## config.mk

```make
export PLATFORM = sky130hd
export DESIGN_NAME = i2c_bit_level_master_core
export DESIGN_NICKNAME = d
export VERILOG_FILES = /design/src/rtl/core/i2cblm_pkg.sv /design/src/rtl/core/i2cblm_in_reg.sv /design/src/rtl/core/i2cblm_seq.sv /design/src/rtl/core/i2cblm_out_reg.sv /design/src/rtl/core/i2c_bit_level_master_core.sv
export SDC_FILE = /design/constraint.sdc
export NUM_CORES = 1
export LEC_CHECK = 0
export BUFFER_PORTS_ARGS = -buffer_cell sky130_fd_sc_hd__buf_4
export CELL_PAD_IN_SITES_DETAIL_PLACEMENT = 1
export CELL_PAD_IN_SITES_GLOBAL_PLACEMENT = 1
export CORE_UTILIZATION = 40
export DETAILED_ROUTE_END_ITERATION = 8
export GPL_ROUTABILITY_DRIVEN = 0
export PLACE_DENSITY = 0.82
export SKIP_CTS_REPAIR_TIMING = 1
export SYNTH_ARGS = -nofsm -noshare
export SYNTH_HDL_FRONTEND = slang
export SYNTH_SLANG_ARGS = --single-unit
```

## constraint.sdc

```tcl
create_clock -name i_clk -period 6.8 [get_ports i_clk]
set_input_delay 1.36 -clock i_clk [delete_from_list [all_inputs] [get_ports i_clk]]
set_output_delay 1.36 -clock i_clk [all_outputs]
set_load 0.05 [all_outputs]
```

## src/rtl/core/i2cblm_pkg.sv

```systemverilog
`default_nettype none
// ============================================================================
// i2cblm_pkg
// Shared types and constants for the bit-level I2C master core.
// ============================================================================
package i2cblm_pkg;

    localparam int DELAY_BITS = 16;
    localparam int HP_W       = 16;

    localparam logic [HP_W-1:0] HALF_PERIOD_RESET = 16'd50;
    localparam logic [3:0]      BITS_PER_BYTE     = 4'd8;

    // command codes carried in the mode field
    localparam logic [2:0] MODE_NONE      = 3'd0;
    localparam logic [2:0] MODE_START     = 3'd1;
    localparam logic [2:0] MODE_STOP      = 3'd2;
    localparam logic [2:0] MODE_WRITE     = 3'd3;
    localparam logic [2:0] MODE_READ_ACK  = 3'd4;
    localparam logic [2:0] MODE_READ_NACK = 3'd5;

    typedef enum logic [4:0] {
        PH_IDLE   = 5'd0,
        PH_ST_A   = 5'd1,
        PH_ST_B   = 5'd2,
        PH_ST_C   = 5'd3,
        PH_ST_D   = 5'd4,
        PH_SP_A   = 5'd5,
        PH_SP_B   = 5'd6,
        PH_SP_C   = 5'd7,
        PH_SP_D   = 5'd8,
        PH_SP_E   = 5'd9,
        PH_WR_A   = 5'd10,
        PH_WR_BIT = 5'd11,
        PH_WR_HI  = 5'd12,
        PH_WR_LO  = 5'd13,
        PH_WR_REL = 5'd14,
        PH_WR_AHI = 5'd15,
        PH_WR_ALO = 5'd16,
        PH_RD_A   = 5'd17,
        PH_RD_HI  = 5'd18,
        PH_RD_LO  = 5'd19,
        PH_RD_ACK = 5'd20,
        PH_RD_AHI = 5'd21,
        PH_RD_ALO = 5'd22,
        PH_FIN    = 5'd23
    } t_phase;

    typedef struct packed {
        logic [2:0] mode;
        logic [7:0] write_byte;
        logic       sda_in;
    } t_cmd;

    typedef struct packed {
        logic       scl_level;
        logic       sda_level;
        logic       sda_released;
        logic       busy_res;
        logic       done_res;
        logic [7:0] read_byte;
        logic       ack_seen;
    } t_result;

    // delay counter load: zero counts as one tick, clamp to counter range
    function automatic logic [DELAY_BITS-1:0] delay_load(input logic [HP_W-1:0] hp);
        logic [HP_W-1:0] m1;
        logic [32:0]     ext;
        m1  = (hp == '0) ? '0 : hp - 1'b1;
        ext = 33'(m1);
        if (ext > ((33'd1 << DELAY_BITS) - 33'd1)) begin
            return '1;
        end
        return DELAY_BITS'(m1);
    endfunction

endpackage
`default_nettype wire

```

## src/rtl/core/i2cblm_in_reg.sv

```systemverilog
`default_nettype none
// ============================================================================
// i2cblm_in_reg
// Input register: holds one tick item until the sequencer takes it.
// ============================================================================
module i2cblm_in_reg (
    input  wire                 i_clk,
    input  wire                 i_rst_n,
    input  wire                 i_valid,
    output logic                o_ready,
    input  i2cblm_pkg::t_cmd    i_cmd,
    input  wire                 i_take,
    output logic                o_valid,
    output i2cblm_pkg::t_cmd    o_cmd
);
    import i2cblm_pkg::*;

    logic r_valid;
    t_cmd r_cmd;

    assign o_ready = !r_valid || i_take;
    assign o_valid = r_valid;
    assign o_cmd   = r_cmd;

    always_ff @(posedge i_clk) begin
        if (!i_rst_n) begin
            r_valid <= 1'b0;
        end else if (o_ready) begin
            r_valid <= i_valid;
        end
    end

    always_ff @(posedge i_clk) begin
        if (i_valid && o_ready) begin
            r_cmd <= i_cmd;
        end
    end

endmodule
`default_nettype wire

```

## src/rtl/core/i2cblm_seq.sv

```systemverilog
`default_nettype none
// ============================================================================
// i2cblm_seq
// Bit-level sequencer: one step of the START/STOP/WRITE/READ phases per item.
// ============================================================================
module i2cblm_seq (
    input  wire                                   i_clk,
    input  wire                                   i_rst_n,
    input  wire                                   i_step,
    input  i2cblm_pkg::t_cmd                      i_cmd,
    input  wire [i2cblm_pkg::HP_W-1:0]            i_half_period,
    output i2cblm_pkg::t_result                   o_res
);
    import i2cblm_pkg::*;

    t_phase                r_phase,   n_phase;
    logic [3:0]            r_bit_cnt, n_bit_cnt;
    logic [7:0]            r_shift,   n_shift;
    logic [DELAY_BITS-1:0] r_delay,   n_delay;
    logic                  r_scl,     n_scl;
    logic                  r_sda,     n_sda;
    logic                  r_ack,     n_ack;
    logic                  r_nack,    n_nack;
    logic                  r_dir,     n_dir;
    logic                  r_waiting, n_waiting;
    logic [7:0]            r_read,    n_read;
    logic                  step_done;

    always_ff @(posedge i_clk) begin
        if (!i_rst_n) begin
            r_phase   <= PH_IDLE;
            r_bit_cnt <= '0;
            r_shift   <= '0;
            r_delay   <= '0;
            r_scl     <= 1'b0;
            r_sda     <= 1'b0;
            r_ack     <= 1'b0;
            r_nack    <= 1'b0;
            r_dir     <= 1'b0;
            r_waiting <= 1'b0;
            r_read    <= '0;
        end else if (i_step) begin
            r_phase   <= n_phase;
            r_bit_cnt <= n_bit_cnt;
            r_shift   <= n_shift;
            r_delay   <= n_delay;
            r_scl     <= n_scl;
            r_sda     <= n_sda;
            r_ack     <= n_ack;
            r_nack    <= n_nack;
            r_dir     <= n_dir;
            r_waiting <= n_waiting;
            r_read    <= n_read;
        end
    end

    // next state
    always_comb begin
        t_phase                p;
        logic [DELAY_BITS-1:0] load;
        logic [3:0]            cnt_inc;
        p         = r_phase;
        load      = delay_load(i_half_period);
        n_bit_cnt = r_bit_cnt;
        n_shift   = r_shift;
        n_delay   = r_delay;
        n_scl     = r_scl;
        n_sda     = r_sda;
        n_ack     = r_ack;
        n_nack    = r_nack;
        n_dir     = r_dir;
        n_waiting = r_waiting;
        n_read    = r_read;
        step_done = 1'b0;

        // command decode, only when idle
        if (r_phase == PH_IDLE) begin
            priority if (i_cmd.mode == MODE_START) begin
                p = PH_ST_A;
            end else if (i_cmd.mode == MODE_STOP) begin
                p = PH_SP_A;
            end else if (i_cmd.mode == MODE_WRITE) begin
                n_shift   = i_cmd.write_byte;
                n_bit_cnt = '0;
                p         = PH_WR_A;
            end else if (i_cmd.mode == MODE_READ_ACK || i_cmd.mode == MODE_READ_NACK) begin
                n_nack = (i_cmd.mode == MODE_READ_NACK);
                p      = PH_RD_A;
            end else begin
                p = PH_IDLE;
            end
        end

        cnt_inc = 4'(n_bit_cnt + 4'd1);

        if (r_waiting) begin
            if (r_delay == '0) begin
                n_waiting = 1'b0;
                if (p == PH_FIN) begin
                    p         = PH_IDLE;
                    step_done = 1'b1;
                end
            end else begin
                n_delay = r_delay - 1'b1;
            end
        end else begin
            unique case (p)
                PH_ST_A:   begin n_dir = 1'b0; n_sda = 1'b1; p = PH_ST_B; end
                PH_ST_B:   begin n_scl = 1'b1; n_delay = load; n_waiting = 1'b1; p = PH_ST_C; end
                PH_ST_C:   begin n_sda = 1'b0; p = PH_ST_D; end
                PH_ST_D:   begin n_scl = 1'b0; p = PH_IDLE; step_done = 1'b1; end
                PH_SP_A:   begin n_dir = 1'b0; n_sda = 1'b0; p = PH_SP_B; end
                PH_SP_B:   begin n_scl = 1'b1; n_delay = load; n_waiting = 1'b1; p = PH_SP_C; end
                PH_SP_C:   begin n_sda = 1'b1; p = PH_SP_D; end
                PH_SP_D:   begin n_scl = 1'b0; n_delay = load; n_waiting = 1'b1; p = PH_SP_E; end
                PH_SP_E:   begin n_scl = 1'b1; p = PH_IDLE; step_done = 1'b1; end
                PH_WR_A:   begin n_dir = 1'b0; n_scl = 1'b0; p = PH_WR_BIT; end
                PH_WR_BIT: begin
                    n_sda = n_shift[7];
                    n_delay = load; n_waiting = 1'b1; p = PH_WR_HI;
                end
                PH_WR_HI:  begin n_scl = 1'b1; n_delay = load; n_waiting = 1'b1; p = PH_WR_LO; end
                PH_WR_LO:  begin
                    n_scl     = 1'b0;
                    n_shift   = {n_shift[6:0], 1'b0};
                    n_bit_cnt = cnt_inc;
                    p         = (cnt_inc >= BITS_PER_BYTE) ? PH_WR_REL : PH_WR_BIT;
                end
                PH_WR_REL: begin n_dir = 1'b1; n_delay = load; n_waiting = 1'b1; p = PH_WR_AHI; end
                PH_WR_AHI: begin n_scl = 1'b1; n_delay = load; n_waiting = 1'b1; p = PH_WR_ALO; end
                PH_WR_ALO: begin
                    n_ack = !i_cmd.sda_in;
                    n_scl = 1'b0;
                    n_delay = load; n_waiting = 1'b1; p = PH_FIN;
                end
                PH_RD_A:   begin
                    n_dir     = 1'b1;
                    n_scl     = 1'b0;
                    n_shift   = '0;
                    n_bit_cnt = '0;
                    n_delay = load; n_waiting = 1'b1; p = PH_RD_HI;
                end
                PH_RD_HI:  begin n_scl = 1'b1; n_delay = load; n_waiting = 1'b1; p = PH_RD_LO; end
                PH_RD_LO:  begin
                    n_shift   = {n_shift[6:0], i_cmd.sda_in};
                    n_scl     = 1'b0;
                    n_bit_cnt = cnt_inc;
                    n_delay   = load;
                    n_waiting = 1'b1;
                    p         = (cnt_inc >= BITS_PER_BYTE) ? PH_RD_ACK : PH_RD_HI;
                end
                PH_RD_ACK: begin
                    n_dir = 1'b0;
                    n_sda = n_nack;
                    n_delay = load; n_waiting = 1'b1; p = PH_RD_AHI;
                end
                PH_RD_AHI: begin n_scl = 1'b1; n_delay = load; n_waiting = 1'b1; p = PH_RD_ALO; end
                PH_RD_ALO: begin
                    n_scl     = 1'b0;
                    n_read    = n_shift;
                    p         = PH_IDLE;
                    step_done = 1'b1;
                end
                PH_FIN:    begin p = PH_IDLE; step_done = 1'b1; end
                default:   p = PH_IDLE;
            endcase
        end
        n_phase = p;
    end

    // outputs: levels after this tick's update
    always_comb begin
        o_res.scl_level    = n_scl;
        o_res.sda_level    = n_sda;
        o_res.sda_released = n_dir;
        o_res.busy_res     = (n_phase != PH_IDLE);
        o_res.done_res     = step_done;
        o_res.read_byte    = n_read;
        o_res.ack_seen     = n_ack;
    end

endmodule
`default_nettype wire

```

## src/rtl/core/i2cblm_out_reg.sv

```systemverilog
`default_nettype none
// ============================================================================
// i2cblm_out_reg
// Result register: holds one result item until the receiver takes it.
// ============================================================================
module i2cblm_out_reg (
    input  wire                  i_clk,
    input  wire                  i_rst_n,
    input  wire                  i_load,
    input  i2cblm_pkg::t_result  i_res,
    output logic                 o_free,
    output logic                 o_valid,
    input  wire                  i_ready,
    output i2cblm_pkg::t_result  o_res
);
    import i2cblm_pkg::*;

    logic    r_valid;
    t_result r_res;

    assign o_free  = !r_valid || i_ready;
    assign o_valid = r_valid;
    assign o_res   = r_res;

    always_ff @(posedge i_clk) begin
        if (!i_rst_n) begin
            r_valid <= 1'b0;
        end else if (o_free) begin
            r_valid <= i_load;
        end
    end

    always_ff @(posedge i_clk) begin
        if (i_load) begin
            r_res <= i_res;
        end
    end

endmodule
`default_nettype wire

```

## src/rtl/core/i2c_bit_level_master_core.sv

```systemverilog
`default_nettype none
// ============================================================================
// i2c_bit_level_master_core
// Bit-level I2C master sequencer, one tick item in, one result item out.
// ============================================================================
// Usage:
//  - Input channel (i_in_valid / o_in_ready): one item per bus tick, carrying
//    i_mode (none, start, stop, write, read+ACK, read+NACK), i_write_byte and
//    the sampled SDA level i_sda_in. Commands given while busy are ignored.
//  - Output channel (o_out_valid / i_out_ready): one result item per input
//    item: SCL/SDA drive levels, SDA direction, busy, done pulse, last read
//    byte and the last write's sampled acknowledge.
//  - Config channel (i_cfg_valid / o_cfg_ready): writes half_period, the tick
//    count of each delay phase (zero acts as one). Always ready; write only
//    while idle.
//  - Flow: an accepted item lands in the input register, and its result is
//    registered in the result register once that slot is free. Throughput is
//    one item per cycle while the receiver does not stall, set by the single
//    step of the sequencer between input and result registers.
//  - Stall: if the receiver holds off, the result register keeps its item,
//    the input register fills, then o_in_ready drops; nothing is lost.
//  - Reset (synchronous, active low): both channels empty, sequencer idle,
//    SCL and SDA drive low, half_period back to 50.
// ============================================================================
module i2c_bit_level_master_core (
    input  wire        i_clk,
    input  wire        i_rst_n,
    // tick items
    input  wire        i_in_valid,
    output logic       o_in_ready,
    input  wire  [2:0] i_mode,
    input  wire  [7:0] i_write_byte,
    input  wire        i_sda_in,
    // result items
    output logic       o_out_valid,
    input  wire        i_out_ready,
    output logic       o_scl_level,
    output logic       o_sda_level,
    output logic       o_sda_released,
    output logic       o_busy_res,
    output logic       o_done_res,
    output logic [7:0] o_read_byte,
    output logic       o_ack_seen,
    // configuration
    input  wire        i_cfg_valid,
    output logic       o_cfg_ready,
    input  wire [15:0] i_cfg_half_period
);
    import i2cblm_pkg::*;

    t_cmd            in_cmd;
    t_cmd            stage_cmd;
    logic            stage_valid;
    logic            out_free;
    logic            advance;
    t_result         step_res;
    t_result         out_res;
    logic [HP_W-1:0] r_half_period;

    // config register, always accepting
    assign o_cfg_ready = 1'b1;

    always_ff @(posedge i_clk) begin
        if (!i_rst_n) begin
            r_half_period <= HALF_PERIOD_RESET;
        end else if (i_cfg_valid && o_cfg_ready) begin
            r_half_period <= i_cfg_half_period;
        end
    end

    assign in_cmd.mode       = i_mode;
    assign in_cmd.write_byte = i_write_byte;
    assign in_cmd.sda_in     = i_sda_in;

    // a held item steps the sequencer once the result slot can take it
    assign advance = stage_valid && out_free;

    i2cblm_in_reg u_in_reg (
        .i_clk   (i_clk),
        .i_rst_n (i_rst_n),
        .i_valid (i_in_valid),
        .o_ready (o_in_ready),
        .i_cmd   (in_cmd),
        .i_take  (advance),
        .o_valid (stage_valid),
        .o_cmd   (stage_cmd)
    );

    i2cblm_seq u_seq (
        .i_clk         (i_clk),
        .i_rst_n       (i_rst_n),
        .i_step        (advance),
        .i_cmd         (stage_cmd),
        .i_half_period (r_half_period),
        .o_res         (step_res)
    );

    i2cblm_out_reg u_out_reg (
        .i_clk   (i_clk),
        .i_rst_n (i_rst_n),
        .i_load  (advance),
        .i_res   (step_res),
        .o_free  (out_free),
        .o_valid (o_out_valid),
        .i_ready (i_out_ready),
        .o_res   (out_res)
    );

    assign o_scl_level    = out_res.scl_level;
    assign o_sda_level    = out_res.sda_level;
    assign o_sda_released = out_res.sda_released;
    assign o_busy_res     = out_res.busy_res;
    assign o_done_res     = out_res.done_res;
    assign o_read_byte    = out_res.read_byte;
    assign o_ack_seen     = out_res.ack_seen;

endmodule
`default_nettype wire

```

---- Yosys cells after proc, flatten, opt, wreduce, memory -nomap -nowiden ----
Index checks and enable logic that the tools add are counted.
storage, ports and cells
  memories kept ........................... 0
  bits in registers ....................... 91
  word-level logic and storage cells ...... 129
  input bits .............................. 33
  memory bits (writable) .................. 0
  ROM bits ................................ 0
  output and inout bits ................... 17
  bits in latches ......................... 0
cells by class
  reduce and logical (&&, ||, !) cells .... 23
  $mul .................................... 0
  bitwise operators ....................... 0
  $add $sub $neg .......................... 3
  shifts and indexed selects .............. 0
  eq/ne operators ......................... 29
  mux-type cells .......................... 49
  divide/modulo/power cells ............... 0
  order comparisons ....................... 1
operator list
  operator                                              count
  case mux 5 bit (19 select lines)                      1
  two-way mux 16 bit                                    4
  two-way mux 8 bit                                     7
  equality test 5 x 4 -> 1 bit (second input constant)  8
  equality test 5 bit (second input constant)           8
  two-way mux 5 bit                                     8
  logical NOT 16 bit                                    2
  subtractor 16 x 1 -> 16 bit (second input constant)   2
  case mux 8 bit (3 select lines)                       1
  equality test 5 x 3 -> 1 bit (second input constant)  4
  two-way mux 4 bit                                     5
  two-way mux 1 bit                                     17
  OR reduction 13 bit                                   1
  equality test 5 x 2 -> 1 bit (second input constant)  2
  case mux 4 bit (2 select lines)                       1
  OR reduction 2 bit                                    4
  OR reduction 4 bit                                    2
  OR reduction 8 bit                                    1
  OR reduction 7 bit                                    1
  equality test 3 x 2 -> 1 bit (second input constant)  2
  equality test 3 bit (second input constant)           2
  two-way mux 3 bit                                     2
  equality test 5 x 1 -> 1 bit (second input constant)  1
  logical NOT 5 bit                                     1
  other kinds (12)                                      18

---- Longest topological paths before layout ----
Gate-level depths: netlist of run 1.
  word-level depth ........................ 12
  mapped depth ............................ 10
  depth with buffers taken out ............ 9

---- Hierarchy ----
Synthesis of run 1 repeated with hierarchy kept, for this count alone.
unflattened totals
  cells, all modules ...................... 562
  area total of the unflattened synthesis .. 5206.2 um^2
by module, submodules not included
  module                     cells each  instances  area each (um^2)
  i2cblm_seq                 473         1          3693.5
  i2c_bit_level_master_core  54          1          625.6
  i2cblm_out_reg             18          1          469.2
  i2cblm_in_reg              17          1          417.9

---- Least setup slack after synthesis of run 1 ----
No wires, ideal clock.
  path type ............................... in2out
  start ................................... input i_out_ready
  end ..................................... output o_in_ready
  path slack .............................. 3.576 ns
  arrival ................................. 1.864 ns
  cell stages on the path ................. 2
  required time ........................... 5.440 ns
  cell sequence ........................... nor2b_1 nand2_1
between the ends
  cells in the longest elaborated chain, start to end .. 3
ends and longest elaborated chain
  element            line                             RTL
  from (decl)        i2c_bit_level_master_core.sv:36  input wire i_out_ready,
  logical OR 1 bit   i2cblm_out_reg.sv:21             assign o_free = !r_valid || i_ready;
  logical AND 1 bit  i2c_bit_level_master_core.sv:76  assign advance = stage_valid && out_free;
  logical OR 1 bit   i2cblm_in_reg.sv:21              assign o_ready = !r_valid || i_take;
  to (decl)          i2c_bit_level_master_core.sv:30  output logic o_in_ready,
No other way between the ends.

==> impl_metrics.csv, run 1 <==
group,metric,value,unit
global_routing,grt.total_usage,23.3,%
global_routing,largest_net_degree_at_the_start_of_global_routing,43,
worst_setup_path,cp.arrival,3.74,ns
synth,synth-xor-area-share,2.74,%
floorplanning,core,12300,um2
routing,vias_per_cell,5.81,
timing,timing.fmax,0.275,GHz
synth,leading_post_synthesis_cells_by_cell_area,"dfxtp_1, edfxtp_1, nand2_1, nor2_1, mux2i_1",
synth,muxShareOfSynthArea,5.30,%
routing,routed_wirelength,14.7,mm
global_routing,number_of_antenna_violations_at_the_first_check_in_global_routing,0,
timing,worstMarginPinSlew,0.846,ns
routing,dr_total_vias,4725,
placed_design,dpl-instance-area,5580,um2
power,p_leak,2.20,nW
routing,routedWlPerCell,18.0,um
worst_setup_path,biggest_cell_delay_along_the_critical_path,0.79,ns
synth,synth_nets,650,
floorplanning,fp-row-count,40,
placed_design,port_buf_inserts,48,
timing,fin_worst_skew,0.00819,ns
clock_tree,clkTransAtPathRegs,0.07,ns
routing,drtAntennaViolNets,0,
global_routing,wire_length_of_the_first_global_routing_pass,24.0,mm
worst_setup_path,critical_path.reg2reg.startpoint,"u_seq.r_phase[1]",
clock_tree,clockRootBuffer,"clkbuf_16",
clock_tree,htreeDepth,3,
synth,yosysSeqAreaShare,40.7,%
clock_tree,clock-sinks,91,
final_layout,layout.cell_area.non_filler,5910,um2
final_layout,fin_nets,676,
floorplanning,pin_count,50,
job,timing.max_cap.violations,0,
timing,grt_setup_unrepaired,"false",
timing,slew-limit-headroom,42.1,%
worst_setup_path,critPathLaunchType,"register",
worst_setup_path,worst_r2r_path_depth,6,
worst_setup_path,startpoint,"u_seq.r_phase[1]",
synth,synth_simple_gate_area_share,23.7,%
floorplanning,initial_standard_cell_utilization_of_the_core,41.8,%
synth,async_flop_share,0,%
synth,synthesis.instances,614,
worst_setup_path,timing.critical_path.to_type,"register",
routing,drc,0,
worst_setup_path,worstSetupPathType,"reg -> reg",
worst_hold_path,worstHoldPathType,"reg -> reg",
final_layout,syn_to_final_growth,15.3,%
worst_hold_path,holdPathStages,2,
final_layout,post_route_cells_drive_above_1_share,15.8,%
clock_tree,clock_insertion_delay_worst_skew,0.35,ns
synth,yosys.cell_types.count,68,
timing,finalHoldViolCount,0,
power,powerDensity,259,nW/um2
floorplanning,fp.dieH,115,um
synth,synth-seq-cells,91,
synth,synth-edff-count,26,
final_layout,stdcell_count,813,
timing,setup_violations,0,
synth,synthDominantAreaCellType,"dfxtp_1",
floorplanning,die_span_x,115,um
synth,synth-compound-area-share,22.7,%
synth,synth_top_area_share,25.4,%
clock_tree,cts-buffers-inserted,9,
global_routing,via_count_of_the_first_global_routing_pass,4860,
synth,synth_top_family_by_area,"simple AND/OR/NAND/NOR gates",
worst_hold_path,holdCritStartpoint,"u_seq.r_read[1]",
clock_tree,cts_tree,"built",
clock_tree,ctsLongestPathBuffers,2,
synth,synth_ff_type,"dfxtp_1",
timing,setup-tns-final,0,ns
timing,fin_crit,3.63,ns
routing,drtIter0Drc,368,
routing,dr.pass1.iters,5,
synth,syn-cell-area,5120,um2
worst_setup_path,critical_path.max_fanout,15,
global_routing,grt_overflow,0,
timing,final_min_period_over_clock_period,53.4,%
final_layout,diode_insertion_count_for_antenna_repair,0,
placed_design,placed_wire_length_estimate,10.3,mm
synth,ys.warnings.count,0,
timing,final_max_slew_viol_count,0,
power,ir_worst_vdd,0.182,mV
worst_setup_path,crit_required,6.91,ns
synth,yosys.area_share.adder,0.733,%
worst_setup_path,crit_path_top_delay_cell,"a2111oi_0",
synth,synthesis.area_per_instance,8.34,um2
worst_setup_path,cp_common_cell,"nor2_1",
placed_design,dpl.cell_count,797,
worst_setup_path,critical_path.cell_chain,"nor2_1 -> and3_1 -> nor2_1 -> a2111oi_0 -> a31oi_1 -> a2111o_1",
run_status,outcome,"finished, final reports clean",
floorplanning,dieArea,13300,um2
## worst max-delay path, delay by kind of cell, from the launching register on
family / cells / cell delay [ns]
AOI/OAI and AO/OA: 3 / 1.32
DFF: 1 / 0.45
and+or+nand+nor: 3 / 1.61
## report_power, final
| group | leakage (nW) | total (W) | switching, W | internal, W |
|---|---|---|---|---|
| registers | 0.780 | 0.000621 | 0.0000311 | 0.000589 |
| clock network | 0.163 | 0.000555 | 0.000223 | 0.000333 |
| logic | 1.26 | 0.000352 | 0.000222 | 0.000129 |
| total | 2.20 | 0.00153 | 0.000476 | 0.00105 |
## path summary, 6_finish.rpt
check,to,slack [ns]
worst max-delay path,u_out_reg.o_res[10],3.17
worst min register to register,u_seq.r_read[1],0.46
worst min-delay path,u_seq.r_read[1],0.46
worst max register to register,u_out_reg.o_res[10],3.17
## metal layers
metal	GRT usage (%)	up-vias	part of all wire, %
met2	40.2	127	50
met1	28.2	2299	43
met3	5.11	25	4.8
met5	0	-	0
li1	-	2274	-
met4	8.74	0	1.9
## stage by stage
step / power [W] / utilization, % / setup slack (ns) / hold WS (ns)
2_1_floorplan: 0.000879 / - / 3.58 / 0.437
3_3_place_gp: 0.000965 / 45.5 / 3.45 / 0.441
3_5_place_dp: 0.000978 / 45.5 / 3.27 / 0.448
4_1_cts: 0.00154 / 48.2 / 3.28 / 0.458
5_1_grt: 0.00159 / 48.2 / 3.06 / 0.495
6_report: 0.00153 / 48.2 / 3.17 / 0.457
## synthesized netlist by cell type, types with 6 or more instances
master / instances
a211oi_1: 11
a21o_1: 11
a21oi_1: 40
a22oi_1: 6
a31o_2: 8
a31oi_1: 11
and2_1: 6
buf_2: 8
clkbuf_1: 31
dfxtp_1: 65
edfxtp_1: 26
inv_1: 9
mux2i_1: 26
nand2_1: 78
nand3_1: 15
nor2_1: 72
nor2b_1: 10
nor3_1: 33
o21ai_0: 28
o22ai_1: 9
or2_2: 9
or3_1: 7
xnor2_1: 9
xor2_1: 7
## sequential cells by signal, indices dropped and copies added (netlist names), 4 cells and up
| name | flops |
|---|---|
| u_in_reg.o_cmd | 12 |
| u_out_reg.o_res | 14 |
| u_seq.r_delay | 16 |
| r_half_period | 16 |
| u_seq.r_shift | 8 |
| u_seq.r_phase | 5 |
| u_seq.r_bit_cnt | 4 |
| u_seq.r_read | 8 |
## final cells by class
cell class	instances	area (um2)
inverter	10	37.5
clock buffer	10	239
clock inverter	6	87.6
tap	168	210
timing repair buffer	56	420
sequential	91	2080
fill	1479	6350
multi-input combinational	472	2830
## cells in the final DEF (no fill, tap or decap), types with 15 or more instances in the layout
cell type / netlist / routed
a21oi_1: 40 / 40
buf_4: 2 / 56
dfxtp_1: 65 / 65
edfxtp_1: 26 / 26
mux2i_1: 26 / 26
nand2_1: 78 / 78
nand3_1: 15 / 15
nor2_1: 72 / 72
nor3_1: 33 / 33
o21ai_0: 28 / 28
## kinds of logic after synthesis
group	count (synthesis)
fa+ha+maj	3
mux	27
flops	91
buf+inv	51
simple gates	257
other cells	1
xor+xnor	16
compound gates	168
Note: power is estimated with default switching activity, not from simulation.
==> run 2: changes to the inputs <==
- ABC_AREA: unset -> 1
- PLACE_DENSITY: 0.82 -> 0.84
- clock period: 6.8 -> 3.8 ns (I/O delays scaled with it)
==> run 2 against run 1 <==
Maximum frequency rose by 24%. Non-clock buffer count rose by 1. Largest cell class unchanged. Clock skew rose by 0.00071 ns. Sequential share of layout area fell by 0.11 points. Utilization rose by 0.35 points. Clock power rose by 95%. Register-to-register slack got worse by 2.3 ns.
==> impl_metrics.csv, run 2 <==
group,metric,value,unit
placed_design,placed_wire_length_estimate,10.6,mm
timing,setup_violations,0,
timing,finalHoldViolCount,0,
synth,synth_nets,769,
worst_setup_path,critical_path.max_fanout,21,
placed_design,port_buf_inserts,48,
final_layout,layout.cells.most_common,"nand2_1",
clock_tree,cts_tree,"built",
timing,worstMarginPinSlew,0.615,ns
synth,ys.warnings.count,0,
synth,synthesis.instances,733,
floorplanning,dieArea,13100,um2
global_routing,number_of_antenna_violations_at_the_first_check_in_global_routing,0,
clock_tree,clock-sinks,91,
worst_setup_path,timing.critical_path.to_type,"register",
synth,synth_top_area_share,25.6,%
routing,drtIter0Drc,290,
synth,yosys.cell_types.count,36,
routing,drc,0,
worst_setup_path,cp.arrival,3.18,ns
global_routing,via_count_of_the_first_global_routing_pass,5243,
final_layout,diode_insertion_count_for_antenna_repair,0,
worst_setup_path,crit_required,4.05,ns
final_layout,layout_common_cells,"nand2_1, inv_1, nor2_1",
routing,dr.pass1.iters,4,
clock_tree,clock_insertion_delay_worst_skew,0.35,ns
worst_setup_path,worst_r2r_path_depth,16,
worst_setup_path,critical_path.reg2reg.startpoint,"u_seq.r_delay[0]",
floorplanning,initial_standard_cell_utilization_of_the_core,41.6,%
synth,synth_ff_type,"dfxtp_1",
worst_hold_path,holdPathStages,2,
synth,synth_top_cells_by_count,"nand2_1, inv_1, nor2_1",
power,powerDensity,496,nW/um2
synth,yosysSeqAreaShare,41.0,%
final_layout,post_route_cells_drive_above_1_share,12.5,%
worst_setup_path,worstSetupPathType,"reg -> reg",
timing,setup-tns-final,0,ns
timing,timing.fmax,0.340,GHz
timing,grt_setup_unrepaired,"false",
synth,leading_post_synthesis_cells_by_cell_area,"dfxtp_1, edfxtp_1, nand2_1, a21oi_1, inv_1",
worst_setup_path,critical_path.reg2reg.endpoint,"u_seq.r_delay[13]",
final_layout,fin_nets,807,
synth,syn-cell-area,5070,um2
final_layout,multi_input_combinational_cell_area,2480,um2
floorplanning,fp-row-count,40,
timing,fin_crit,2.94,ns
final_layout,seq_area,2080,um2
routing,routedWlPerCell,16.2,um
floorplanning,fp.dieH,115,um
synth,synth-edff-count,26,
synth,synth-seq-cells,91,
timing,final_max_slew_viol_count,0,
worst_setup_path,setup.reg_to_reg.worst_slack,0.86,ns
routing,dr_total_vias,4969,
final_layout,layout.cell_area.non_filler,5930,um2
synth,async_flop_share,0,%
clock_tree,ctsLongestPathBuffers,2,
power,p_leak,2.83,nW
job,timing.max_cap.violations,0,
run_status,outcome,"finished, final reports clean",
worst_setup_path,critPathLaunchType,"register",
routing,vias_per_cell,5.26,
worst_hold_path,hold-path-endpoint,"u_seq.r_shift[7]",
clock_tree,cts-buffers-inserted,9,
routing,routed_wirelength,15.3,mm
timing,slew-limit-headroom,58.9,%
floorplanning,core,12200,um2
clock_tree,clockRootBuffer,"clkbuf_16",
worst_hold_path,holdCritStartpoint,"u_seq.r_shift[7]",
clock_tree,clkTransAtPathRegs,0.07,ns
global_routing,grt.total_usage,24.9,%
synth,synthesis.area_per_instance,6.92,um2
clock_tree,htreeDepth,3,
timing,final_min_period_over_clock_period,77.3,%
global_routing,largest_net_degree_at_the_start_of_global_routing,40,
synth,post-synth-top-count-cell,"nand2_1",
floorplanning,pin_count,50,
floorplanning,die_span_x,115,um
final_layout,syn_to_final_growth,16.8,%
final_layout,filler_cell_count,1613,
global_routing,wire_length_of_the_first_global_routing_pass,25.3,mm
worst_hold_path,worstHoldPathType,"reg -> reg",
timing,fin_worst_skew,0.00889,ns
synth,synthDominantAreaCellType,"dfxtp_1",
global_routing,grt_overflow,0,
routing,drtAntennaViolNets,0,
power,ir_worst_vdd,0.353,mV
placed_design,dpl-instance-area,5570,um2
==> run 2: layout make-up <==
type / count / share of cell area, %
inverter: 97 / 6.19
tap: 168 / 3.55
clock buffer: 11 / 4.27
clock inverter: 5 / 1.82
multi-input combinational: 515 / 41.8
sequential: 91 / 35.1
timing repair buffer: 57 / 7.22
==> run 2: layer usage <==
metal / wire length (um) / share of wire, % / global-route usage [%]
met3: 483 / 3.2 / 3.76
met2: 7640 / 50 / 44.4
met5: 0 / 0 / 0
met4: 333 / 2.2 / 10.6
met1: 6840 / 45 / 29.6
==> run 2: cell families (layout without fill, tap and decap cells) <==
kind of cell	after synthesis	in the layout	share of synthesized area, %
fa+ha+maj	3	3	0.740
xor+xnor	14	14	2.42
simple gates	324	324	27.6
flops	91	91	41.0
compound gates	169	169	17.2
mux	4	4	0.789
buf+inv	127	170	10.1
other cells	1	1	0.0739
==> run 2: per-stage QoR <==
step	hold WS (ns)	utilization (%)	setup WS, ns	total power (W)	std cells
after floorplan	0.442	-	1.66	0.00167	733
after global placement	0.454	45.6	1.14	0.00183	928
after detailed placement	0.458	45.6	1.01	0.00187	928
after CTS	0.469	48.5	0.867	0.00295	944
after global routing	0.495	48.5	0.578	0.00308	944
final	0.469	48.5	0.862	0.00294	944
==> run 2: report_power, final <==
group | internal (W) | total (W) | switching [W]
logic | 0.000222 | 0.000735 | 0.000513
registers | 0.00108 | 0.00113 | 0.0000473
clock network | 0.000683 | 0.00108 | 0.000398
==> run 2: worst max-delay path by stage <==
stage / cells past startpoint / startpoint / to / slack, ns
6_report: 16 / u_seq.r_delay[0] / u_seq.r_delay[13] / 0.86
2_1_floorplan: 15 / u_seq.r_delay[0] / u_out_reg.o_res[10] / 1.66
3_5_place_dp: 14 / u_seq.r_phase[4] / u_seq.r_delay[14] / 1.01
5_1_grt: 16 / u_seq.r_delay[0] / u_seq.r_delay[12] / 0.58
3_3_place_gp: 14 / u_in_reg.o_cmd[9] / u_seq.r_delay[15] / 1.14
4_1_cts: 16 / u_seq.r_delay[0] / u_seq.r_delay[14] / 0.87
==> run 2: worst max-delay path, stage by stage, from the launching register on <==
cell	delay, ns
dfxtp_1	0.31
inv_1	0.12
ha_1	0.20
inv_1	0.06
nor2_1	0.16
nand2_1	0.12
nor3_1	0.30
nand2_1	0.12
nor2_1	0.26
nand2_1	0.12
nor2_1	0.25
a21oi_1	0.11
buf_4	0.23
nand2_2	0.25
nand2_1	0.10
nand2_1	0.07
nor2_1	0.04
